==> src/design/eeg_pkg.sv <==
package eeg_pkg;

  // Default sizes of the top level.
  localparam int WIDTH_DEF       = 32;
  localparam int STACK_DEPTH_DEF = 48;

  // Command from the sequencer to the shared arithmetic unit.
  typedef struct packed {
    logic start;
    logic mul;
  } unit_cmd_t;

  // Status from the shared arithmetic unit back to the sequencer.
  typedef struct packed {
    logic done;
    logic rem_zero;
  } unit_sts_t;

  // Stream data width: payload bits rounded up to whole bytes.
  function automatic int tdata_bits(input int bits);
    return ((bits + 7) / 8) * 8;
  endfunction

endpackage

==> src/design/eeg_unit.sv <==
// Shared iterative arithmetic unit built around one subtractor.
// Divide: restoring division of magnitudes, one quotient bit per cycle,
// then signs applied so that the quotient truncates toward zero and the
// remainder takes the dividend's sign.
// Multiply-subtract: acc = opa - opb * opc modulo 2^(WIDTH+1), one
// multiplier bit per cycle, ending early once the remaining bits are zero.
module eeg_unit
  import eeg_pkg::*;
#(
  parameter int WIDTH = WIDTH_DEF
) (
  input  logic             clk,
  input  logic             rst_n,
  input  unit_cmd_t        cmd,
  input  logic [WIDTH:0]   opa,
  input  logic [WIDTH:0]   opb,
  input  logic [WIDTH:0]   opc,
  output unit_sts_t        sts,
  output logic [WIDTH:0]   quot,
  output logic [WIDTH-1:0] rem,
  output logic [WIDTH:0]   acc
);

  localparam int W1 = WIDTH + 1;
  localparam int CW = $clog2(W1 + 1);

  logic          busy_r;
  logic          done_r;
  logic          mul_r;
  logic [CW-1:0] cnt_r;
  logic          neg_q_r;
  logic          neg_r_r;
  logic [W1-1:0] acc_r;
  logic [W1-1:0] mcand_r;
  logic [W1-1:0] mplier_r;

  logic [W1-1:0] acc_nxt;
  logic [W1-1:0] mcand_nxt;
  logic [W1-1:0] mplier_nxt;
  logic [W1:0]   sub_p;
  logic [W1:0]   sub_m;
  logic [W1:0]   diff;
  logic          div_ok;
  logic          last;
  logic [W1-1:0] mag_a;
  logic [W1-1:0] mag_b;
  logic [W1-1:0] q_mag;
  logic [WIDTH-1:0] r_mag;

  // Operand magnitudes for a division start.
  assign mag_a = opa[WIDTH] ? (W1'(0) - opa) : opa;
  assign mag_b = opb[WIDTH] ? (W1'(0) - opb) : opb;

  // The one shared subtractor and the step it takes.
  always_comb begin
    sub_p = mul_r ? {1'b0, acc_r} : {1'b0, acc_r[WIDTH-1:0], mplier_r[WIDTH-1]};
    sub_m = {1'b0, mcand_r};
    diff  = sub_p - sub_m;
    div_ok = !diff[W1];
    if (mul_r) begin
      acc_nxt    = mplier_r[0] ? diff[W1-1:0] : acc_r;
      mcand_nxt  = {mcand_r[W1-2:0], 1'b0};
      mplier_nxt = {1'b0, mplier_r[W1-1:1]};
      last       = (cnt_r == CW'(W1 - 1)) || (mplier_nxt == '0);
    end else begin
      acc_nxt    = div_ok ? diff[W1-1:0] : sub_p[W1-1:0];
      mcand_nxt  = mcand_r;
      mplier_nxt = {mplier_r[WIDTH-1:0], div_ok};
      last       = (cnt_r == CW'(WIDTH - 1));
    end
  end

  // Control: busy while iterating, done pulses one cycle at the end.
  always_ff @(posedge clk) begin
    if (!rst_n) begin
      busy_r <= 1'b0;
      done_r <= 1'b0;
      mul_r  <= 1'b0;
      cnt_r  <= '0;
    end else if (cmd.start) begin
      busy_r <= 1'b1;
      done_r <= 1'b0;
      mul_r  <= cmd.mul;
      cnt_r  <= '0;
    end else if (busy_r) begin
      cnt_r <= cnt_r + CW'(1);
      if (last) begin
        busy_r <= 1'b0;
        done_r <= 1'b1;
      end
    end else begin
      done_r <= 1'b0;
    end
  end

  // Datapath registers.
  always_ff @(posedge clk) begin
    if (cmd.start) begin
      if (cmd.mul) begin
        acc_r    <= opa;
        mcand_r  <= opb;
        mplier_r <= opc;
      end else begin
        acc_r    <= '0;
        mcand_r  <= {1'b0, mag_b[WIDTH-1:0]};
        mplier_r <= {1'b0, mag_a[WIDTH-1:0]};
        neg_q_r  <= opa[WIDTH] ^ opb[WIDTH];
        neg_r_r  <= opa[WIDTH];
      end
    end else if (busy_r) begin
      acc_r    <= acc_nxt;
      mcand_r  <= mcand_nxt;
      mplier_r <= mplier_nxt;
    end
  end

  // Signed results of a division, and the multiply-subtract result.
  assign q_mag = {1'b0, mplier_r[WIDTH-1:0]};
  assign r_mag = acc_r[WIDTH-1:0];
  assign quot  = neg_q_r ? (W1'(0) - q_mag) : q_mag;
  assign rem   = neg_r_r ? (WIDTH'(0) - r_mag) : r_mag;
  assign acc   = acc_r;

  assign sts.done     = done_r;
  assign sts.rem_zero = (r_mag == '0);

endmodule

==> src/design/extended_euclid_gcd.sv <==
// Extended Euclid unit: gcd of two signed operands with Bezout coefficients,
// coef_first * value_n + coef_second * value_k = divisor_result.
// Input stream in_*: tdata carries value_n then value_k, one item per
// transfer. Result stream out_*: tdata carries divisor_result, coef_first,
// coef_second; tuser carries zero_divisor. One result per input item.
// The block takes one item at a time; in_tready is high only when idle.
// The forward pass pushes the quotient of each division onto a stack; the
// backward pass pops them and runs a multiply-subtract step for each, which
// ends sooner for small positive quotients. The next item can be taken in
// the cycle after the result is loaded. Both passes run on one shared
// subtractor that retires one bit per cycle; the quotient stack is a memory
// with a registered read port. A zero value_k goes from idle straight to the
// finish state, which loads its result.
// Results sit in an output register: if the receiver stalls, the finished
// result waits there and the block holds its next result until it drains.
// Reset is synchronous and active low; it empties the output register and
// returns the sequencer to idle.
module extended_euclid_gcd
  import eeg_pkg::*;
#(
  parameter int WIDTH       = WIDTH_DEF,
  parameter int STACK_DEPTH = STACK_DEPTH_DEF,
  localparam int IN_TW      = tdata_bits(2 * WIDTH),
  localparam int OUT_TW     = tdata_bits(3 * WIDTH + 2)
) (
  input  logic              clk,
  input  logic              rst_n,
  input  logic              in_tvalid,
  output logic              in_tready,
  input  logic [IN_TW-1:0]  in_tdata,   // value_n, value_k
  output logic              out_tvalid,
  input  logic              out_tready,
  output logic [OUT_TW-1:0] out_tdata,  // divisor_result, coef_first, coef_second
  output logic              out_tuser   // zero_divisor
);

  localparam int W1 = WIDTH + 1;
  localparam int DW = $clog2(STACK_DEPTH + 1);
  localparam int AW = $clog2(STACK_DEPTH);

  typedef enum logic [2:0] {
    S_IDLE,
    S_DIV_START,
    S_DIV_WAIT,
    S_POP,
    S_MUL_START,
    S_MUL_WAIT,
    S_FINISH
  } state_t;

  state_t            state_r;
  logic [WIDTH-1:0]  x_r;
  logic [WIDTH-1:0]  y_r;
  logic [W1-1:0]     a_r;
  logic [W1-1:0]     b_r;
  logic              zd_r;
  logic [DW-1:0]     depth_r;
  logic [W1-1:0]     q_rd_r;
  logic              out_valid_r;
  logic [OUT_TW-1:0] out_data_r;
  logic              out_zd_r;
  logic [W1-1:0]     stack_mem [STACK_DEPTH];

  logic [WIDTH-1:0]  in_n;
  logic [WIDTH-1:0]  in_k;
  logic              stack_full;
  logic              push;
  logic              pop;
  logic [DW-1:0]     depth_dec;
  unit_cmd_t         u_cmd;
  unit_sts_t         u_sts;
  logic [W1-1:0]     u_opa;
  logic [W1-1:0]     u_opb;
  logic [W1-1:0]     u_quot;
  logic [WIDTH-1:0]  u_rem;
  logic [W1-1:0]     u_acc;

  assign in_n = in_tdata[WIDTH-1:0];
  assign in_k = in_tdata[2*WIDTH-1:WIDTH];

  assign stack_full = (depth_r == DW'(STACK_DEPTH));
  assign push       = (state_r == S_DIV_WAIT) && u_sts.done;
  assign pop        = (state_r == S_POP) && (depth_r != '0);
  assign depth_dec  = depth_r - DW'(1);

  // Commands and operands for the shared unit.
  assign u_cmd.start = ((state_r == S_DIV_START) && !stack_full) ||
                       (state_r == S_MUL_START);
  assign u_cmd.mul   = (state_r == S_MUL_START);
  assign u_opa = u_cmd.mul ? a_r : {x_r[WIDTH-1], x_r};
  assign u_opb = u_cmd.mul ? b_r : {y_r[WIDTH-1], y_r};

  eeg_unit #(
    .WIDTH (WIDTH)
  ) u_unit (
    .clk   (clk),
    .rst_n (rst_n),
    .cmd   (u_cmd),
    .opa   (u_opa),
    .opb   (u_opb),
    .opc   (q_rd_r),
    .sts   (u_sts),
    .quot  (u_quot),
    .rem   (u_rem),
    .acc   (u_acc)
  );

  // Quotient stack: push in the forward pass, registered pop going back.
  always_ff @(posedge clk) begin
    if (push) begin
      stack_mem[depth_r[AW-1:0]] <= u_quot;
    end
    if (pop) begin
      q_rd_r <= stack_mem[depth_dec[AW-1:0]];
    end
  end

  // Sequencer. The backward pass starts from a = b = 1 and pops every
  // quotient, which yields a = 1, b = 1 - q for the last one.
  always_ff @(posedge clk) begin
    if (!rst_n) begin
      state_r     <= S_IDLE;
      out_valid_r <= 1'b0;
    end else begin
      // The output register empties on a transfer unless a new result loads.
      if (out_tready && (state_r != S_FINISH)) begin
        out_valid_r <= 1'b0;
      end
      case (state_r)
        S_IDLE: begin
          if (in_tvalid) begin
            x_r     <= in_n;
            y_r     <= in_k;
            depth_r <= '0;
            if (in_k == '0) begin
              zd_r    <= 1'b1;
              a_r     <= '0;
              b_r     <= '0;
              state_r <= S_FINISH;
            end else begin
              zd_r    <= 1'b0;
              a_r     <= W1'(1);
              b_r     <= W1'(1);
              state_r <= S_DIV_START;
            end
          end
        end
        S_DIV_START: begin
          if (stack_full) begin
            a_r     <= '0;
            b_r     <= '0;
            y_r     <= '0;
            state_r <= S_FINISH;
          end else begin
            state_r <= S_DIV_WAIT;
          end
        end
        S_DIV_WAIT: begin
          if (u_sts.done) begin
            depth_r <= depth_r + DW'(1);
            if (u_sts.rem_zero) begin
              state_r <= S_POP;
            end else begin
              x_r     <= y_r;
              y_r     <= u_rem;
              state_r <= S_DIV_START;
            end
          end
        end
        S_POP: begin
          if (depth_r == '0) begin
            state_r <= S_FINISH;
          end else begin
            depth_r <= depth_dec;
            state_r <= S_MUL_START;
          end
        end
        S_MUL_START: begin
          state_r <= S_MUL_WAIT;
        end
        S_MUL_WAIT: begin
          if (u_sts.done) begin
            a_r     <= b_r;
            b_r     <= u_acc;
            state_r <= S_POP;
          end
        end
        S_FINISH: begin
          if (!out_valid_r || out_tready) begin
            out_data_r  <= OUT_TW'({b_r, a_r, y_r});
            out_zd_r    <= zd_r;
            out_valid_r <= 1'b1;
            state_r     <= S_IDLE;
          end
        end
        default: begin
          state_r <= S_IDLE;
        end
      endcase
    end
  end

  assign in_tready  = (state_r == S_IDLE);
  assign out_tvalid = out_valid_r;
  assign out_tdata  = out_data_r;
  assign out_tuser  = out_zd_r;

endmodule

==> config.mk <==
export PLATFORM = sky130hd
export DESIGN_NAME = extended_euclid_gcd
export DESIGN_NICKNAME = d
export VERILOG_FILES = /design/src/design/eeg_pkg.sv /design/src/design/eeg_unit.sv /design/src/design/extended_euclid_gcd.sv
export SDC_FILE = /design/constraint.sdc
export NUM_CORES = 2
export LEC_CHECK = 0
export BUFFER_PORTS_ARGS = -buffer_cell sky130_fd_sc_hd__buf_2
export CAP_MARGIN = 20
export CORE_ASPECT_RATIO = 1.2
export CORE_UTILIZATION = 35
export CTS_BUF_LIST = sky130_fd_sc_hd__clkbuf_2
export CTS_CLUSTER_DIAMETER = 30
export DETAILED_ROUTE_END_ITERATION = 6
export PLACE_DENSITY = 0.6
export SLEW_MARGIN = 25
export SYNTH_ARGS = -nofsm -noshare
export SYNTH_HDL_FRONTEND = slang
export SYNTH_SLANG_ARGS = --single-unit
==> constraint.sdc <==
create_clock -name clk -period 22.7 [get_ports clk]
set_input_delay 4.54 -clock clk [delete_from_list [all_inputs] [get_ports clk]]
set_output_delay 4.54 -clock clk [all_outputs]
set_load 0.005 [all_outputs]
==> impl_metrics.toml <==
[floorplan]
core.rowCount = 193
initial_core_util_pct = 35.30
coreArea_um2 = 231100
boundaryPins = 175
die_width_um = 442.7
die_h_um = 530.9
die_area_um2 = 235000

[clock_network]
tritoncts.num_buffers = 486
clock_latency_ns = 1.95
worst_setup_hold_path_clk_slew_ns = 0.10
clock-root-buffer = "sky130_fd_sc_hd__clkbuf_2"
cts_buffer_depth = 4
numClockSinks = 1967
cts.hold.buffers_added = 0
cts_tree = "yes"
cts_setup_buffers = 0
h_tree_levels = 5
cts_resized = 0

[synthesis]
synth_area_leader_cell = "sky130_fd_sc_hd__edfxtp_1"
ys_types = 99
yosysMostFrequentCell = "sky130_fd_sc_hd__edfxtp_1"
post_synth_instance_area_um2 = 81580
ys.warnings.count = 0
synth_async_sr_flop_share_pct = 0
post-synth-top-area-fraction_pct = 71.93
synth_area_leaders = "sky130_fd_sc_hd__edfxtp_1 72%, sky130_fd_sc_hd__mux4_2 14%, sky130_fd_sc_hd__nand2_1 1.4%"
synth_top_cells_by_count = "1954 x sky130_fd_sc_hd__edfxtp_1, 496 x sky130_fd_sc_hd__mux4_2, 306 x sky130_fd_sc_hd__nand2_1"
yosysSeqAreaShare_pct = 72.24
post_synth.cell_area_avg_um2 = 18.33
synth_cells = 4451
synth-edff-count = 1954
ys.flop_type = "sky130_fd_sc_hd__edfxtp_1"
ff_latch_count_synth = 1967

[finish]
area.growth.synth_to_final_pct = 12.13
area_of_the_multi_input_gates_um2 = 22040
seq_area_um2 = 58940
fill_cells = 20980
nNetsFinal = 5088
drive_gt1_share_pct = 31.89

[timing]
setup_tns_ns = 0
timing.final.max_slew_violations = 0
layout_setup_ws_ns = 15.15
setup_viol_count_final = 0
final-hold-violation-count = 0
grt_setup_unrepaired = "no"
skew_ns = 0.2097
max_freq_ghz = 0.1324
slew_hr_pct = 13.88
min_cycle_time_layout_ns = 7.554
worst-slew-pin-transition_ns = 1.292
period_share_pct = 33.28

[routing]
top_layer = "met4"
vias_per_cell = 5.374
met3_wirelength_um = 13930
routedWlPerCell_um = 25.93
first_pass_iters = 6
met1_length_um = 86260
vias = 44920
met2_wire_length_um = 110700
final_antenna_net_count = 0
routed_wirelength_um = 216700
drtIter0Drc = 4209
drcViolationCount = 0

[placed_design]
place.port_buffers = 168
place_worst_setup_slack_ns = 16.10
globalplace.congestion = 0.9073
post-dp-hpwl_um = 120900

[global_route]
number_of_antenna_violations_at_the_first_check_in_global_routing = 4
total_global_routing_track_utilization_pct = 18.26
grt_pass1_vias = 46090
grt_start_max_net_pins = 143
global_route_wire_length_before_repair_um = 313400
grt_overflow = 0

[run_status]
outcome = "finished clean"

[pwr]
p_leak_nw = 30.18
power.net_switching_w = 0.002900
switching_share_of_total_power_pct = 31.74
power_density_nw_per_um2 = 99.90
power_frac_comb_pct = 22.5
seq_power_share_pct = 51.2
internal_power_w = 0.006238
ir_worst_vdd_uv = 77.71
power.clock.fraction_pct = 26.3

[job]
max_cap_viol_count = 0

[critical_path]
reg2regPathDepth = 13
worstReg2RegStart = "u_unit.mul_r$_SDFFE_PN0N_"
setup.worst_path.start = "state_r[1]$_SDFFE_PN0P_"
setup.reg_to_reg.worst_slack_ns = 17.34
timing.critical_path.fanout_max = 22
worstPathRequired_ns = 18.16
timing.critical_path.arrival_ns = 3.01
kind_of_critical_path = "flop to output port"
timing.critical_path.to_type = "output port"
cp-start-kind = "flop"
critical_path.reg2reg.endpoint = "u_unit.acc[24]$_DFFE_PP_"

[min_path]
min_to = "u_unit.mplier_r[2]$_DFFE_PP_"
worst_hold_startpoint = "q_rd_r[2]$_DFFE_PP_"
holdPathStages = 2
hp-class = "flop to flop"
[metrics by stage]
stage,power [W],util (%),cell area (µm²),hold WS (ns),cells
6_report,0.009138,39.58,91480,0.4779,8360
5_1_grt,0.009550,39.58,91470,0.4927,8359
4_1_cts,0.009215,39.54,91370,0.4340,8347
3_5_place_dp,0.006813,37.59,86870,0.4344,7508
3_3_place_gp,0.006768,37.58,86840,0.4111,7507
2_1_floorplan,0.006053,-,81600,0.4003,4456
[worst max-delay path, stage by stage, from the launching register on]
cell and delay, ns:
sky130_fd_sc_hd__dfxtp_1 0.88, sky130_fd_sc_hd__nor3_1 0.09, sky130_fd_sc_hd__buf_2 0.16
[layout make-up]
| cell class | count | share of cell area (%) |
|---|---|---|
| tap | 3022 | 4.134 |
| clock inverter | 147 | 1.127 |
| timing repair buffer | 296 | 2.130 |
| multi-input combinational | 2160 | 24.09 |
| sequential | 1967 | 64.43 |
| clock buffer | 692 | 3.786 |
| inverter | 66 | 0.2708 |
| antenna | 10 | 0.02736 |
[state kept, by name, summed over array words and instances, names as in the netlist, 3 cells and up]
register,count
u_unit.mplier_r,33
u_unit.acc,33
a_r,33
b_r,33
q_rd_r,33
u_unit.mcand_r,33
u_unit.cnt_r,6
stack_mem,1584
depth_r,6
state_r,3
out_tdata,98
y_r,32
x_r,32
[how the worst max path moves through the flow]
stage / depth (start not counted) / slack [ns] / to
after floorplan: 3 / 12.45 / a_r[0]$_DFFE_PP_
after global placement: 5 / 16.18 / a_r[30]$_DFFE_PP_
after detailed placement: 5 / 16.10 / depth_r[4]$_DFFE_PP_
after CTS: 2 / 14.96 / in_tready
after global routing: 2 / 14.80 / in_tready
final: 2 / 15.15 / in_tready
[power by group through the flow]
| stage | Clock (W) | Combinational, W | Sequential (W) |
|---|---|---|---|
| floorplan | 0 | 0.00136 | 0.00469 |
| global placement | 0 | 0.00202 | 0.00475 |
| detailed placement | 0 | 0.00206 | 0.00476 |
| CTS | 0.00248 | 0.00206 | 0.00467 |
| global route | 0.00265 | 0.00221 | 0.00469 |
| finish | 0.00240 | 0.00206 | 0.00468 |
[placed cells by master, fill, tap and decap left out, types with 10 or more instances in the layout]
cell,n
sky130_fd_sc_hd__edfxtp_1,1954
sky130_fd_sc_hd__clkbuf_2,692
sky130_fd_sc_hd__mux4_2,496
sky130_fd_sc_hd__nand2_1,304
sky130_fd_sc_hd__buf_2,168
sky130_fd_sc_hd__nor2_1,161
sky130_fd_sc_hd__a21oi_1,161
sky130_fd_sc_hd__o21ai_0,122
sky130_fd_sc_hd__buf_4,117
sky130_fd_sc_hd__clkinv_1,104
sky130_fd_sc_hd__mux2i_1,84
sky130_fd_sc_hd__and3_1,69
sky130_fd_sc_hd__nor3_1,68
sky130_fd_sc_hd__inv_1,64
sky130_fd_sc_hd__o21ai_1,64
sky130_fd_sc_hd__xor2_1,60
sky130_fd_sc_hd__nor2_4,49
sky130_fd_sc_hd__xnor2_1,41
sky130_fd_sc_hd__ha_1,41
sky130_fd_sc_hd__nand3_1,33
sky130_fd_sc_hd__xnor2_2,32
sky130_fd_sc_hd__mux2_2,31
sky130_fd_sc_hd__nor4_1,25
sky130_fd_sc_hd__or4_1,22
sky130_fd_sc_hd__o31ai_1,19
sky130_fd_sc_hd__clkinv_2,19
sky130_fd_sc_hd__or3_1,18
sky130_fd_sc_hd__a31oi_1,18
sky130_fd_sc_hd__bufinv_16,17
sky130_fd_sc_hd__a21o_1,16
sky130_fd_sc_hd__nand4_1,14
sky130_fd_sc_hd__nand2b_1,13
sky130_fd_sc_hd__nor2b_1,13
sky130_fd_sc_hd__a211oi_1,11
sky130_fd_sc_hd__dfxtp_1,11
sky130_fd_sc_hd__diode_2,10
sky130_fd_sc_hd__o41ai_1,10
[per-layer routing]
layer  GRT usage [%]  up-vias
li1                -    19360
met1           22.81    23400
met2           31.69     1864
met3           3.539      308
met4           6.181        0
met5               0        -
[cell families (layout without fill, tap and decap cells)]
logic type      Yosys count  count (layout)  synth area share (%)
other cells               1              16              0.004597
xor+xnor                135             135                 1.449
flops                  1967            1967                 72.24
fa+ha+maj                43              43                0.6687
compound gates          520             520                 3.888
buf+inv                 329            1201                 1.681
mux                     611             611                 15.15
simple gates            845             845                 4.913
Power figures use the tool's default switching activity.
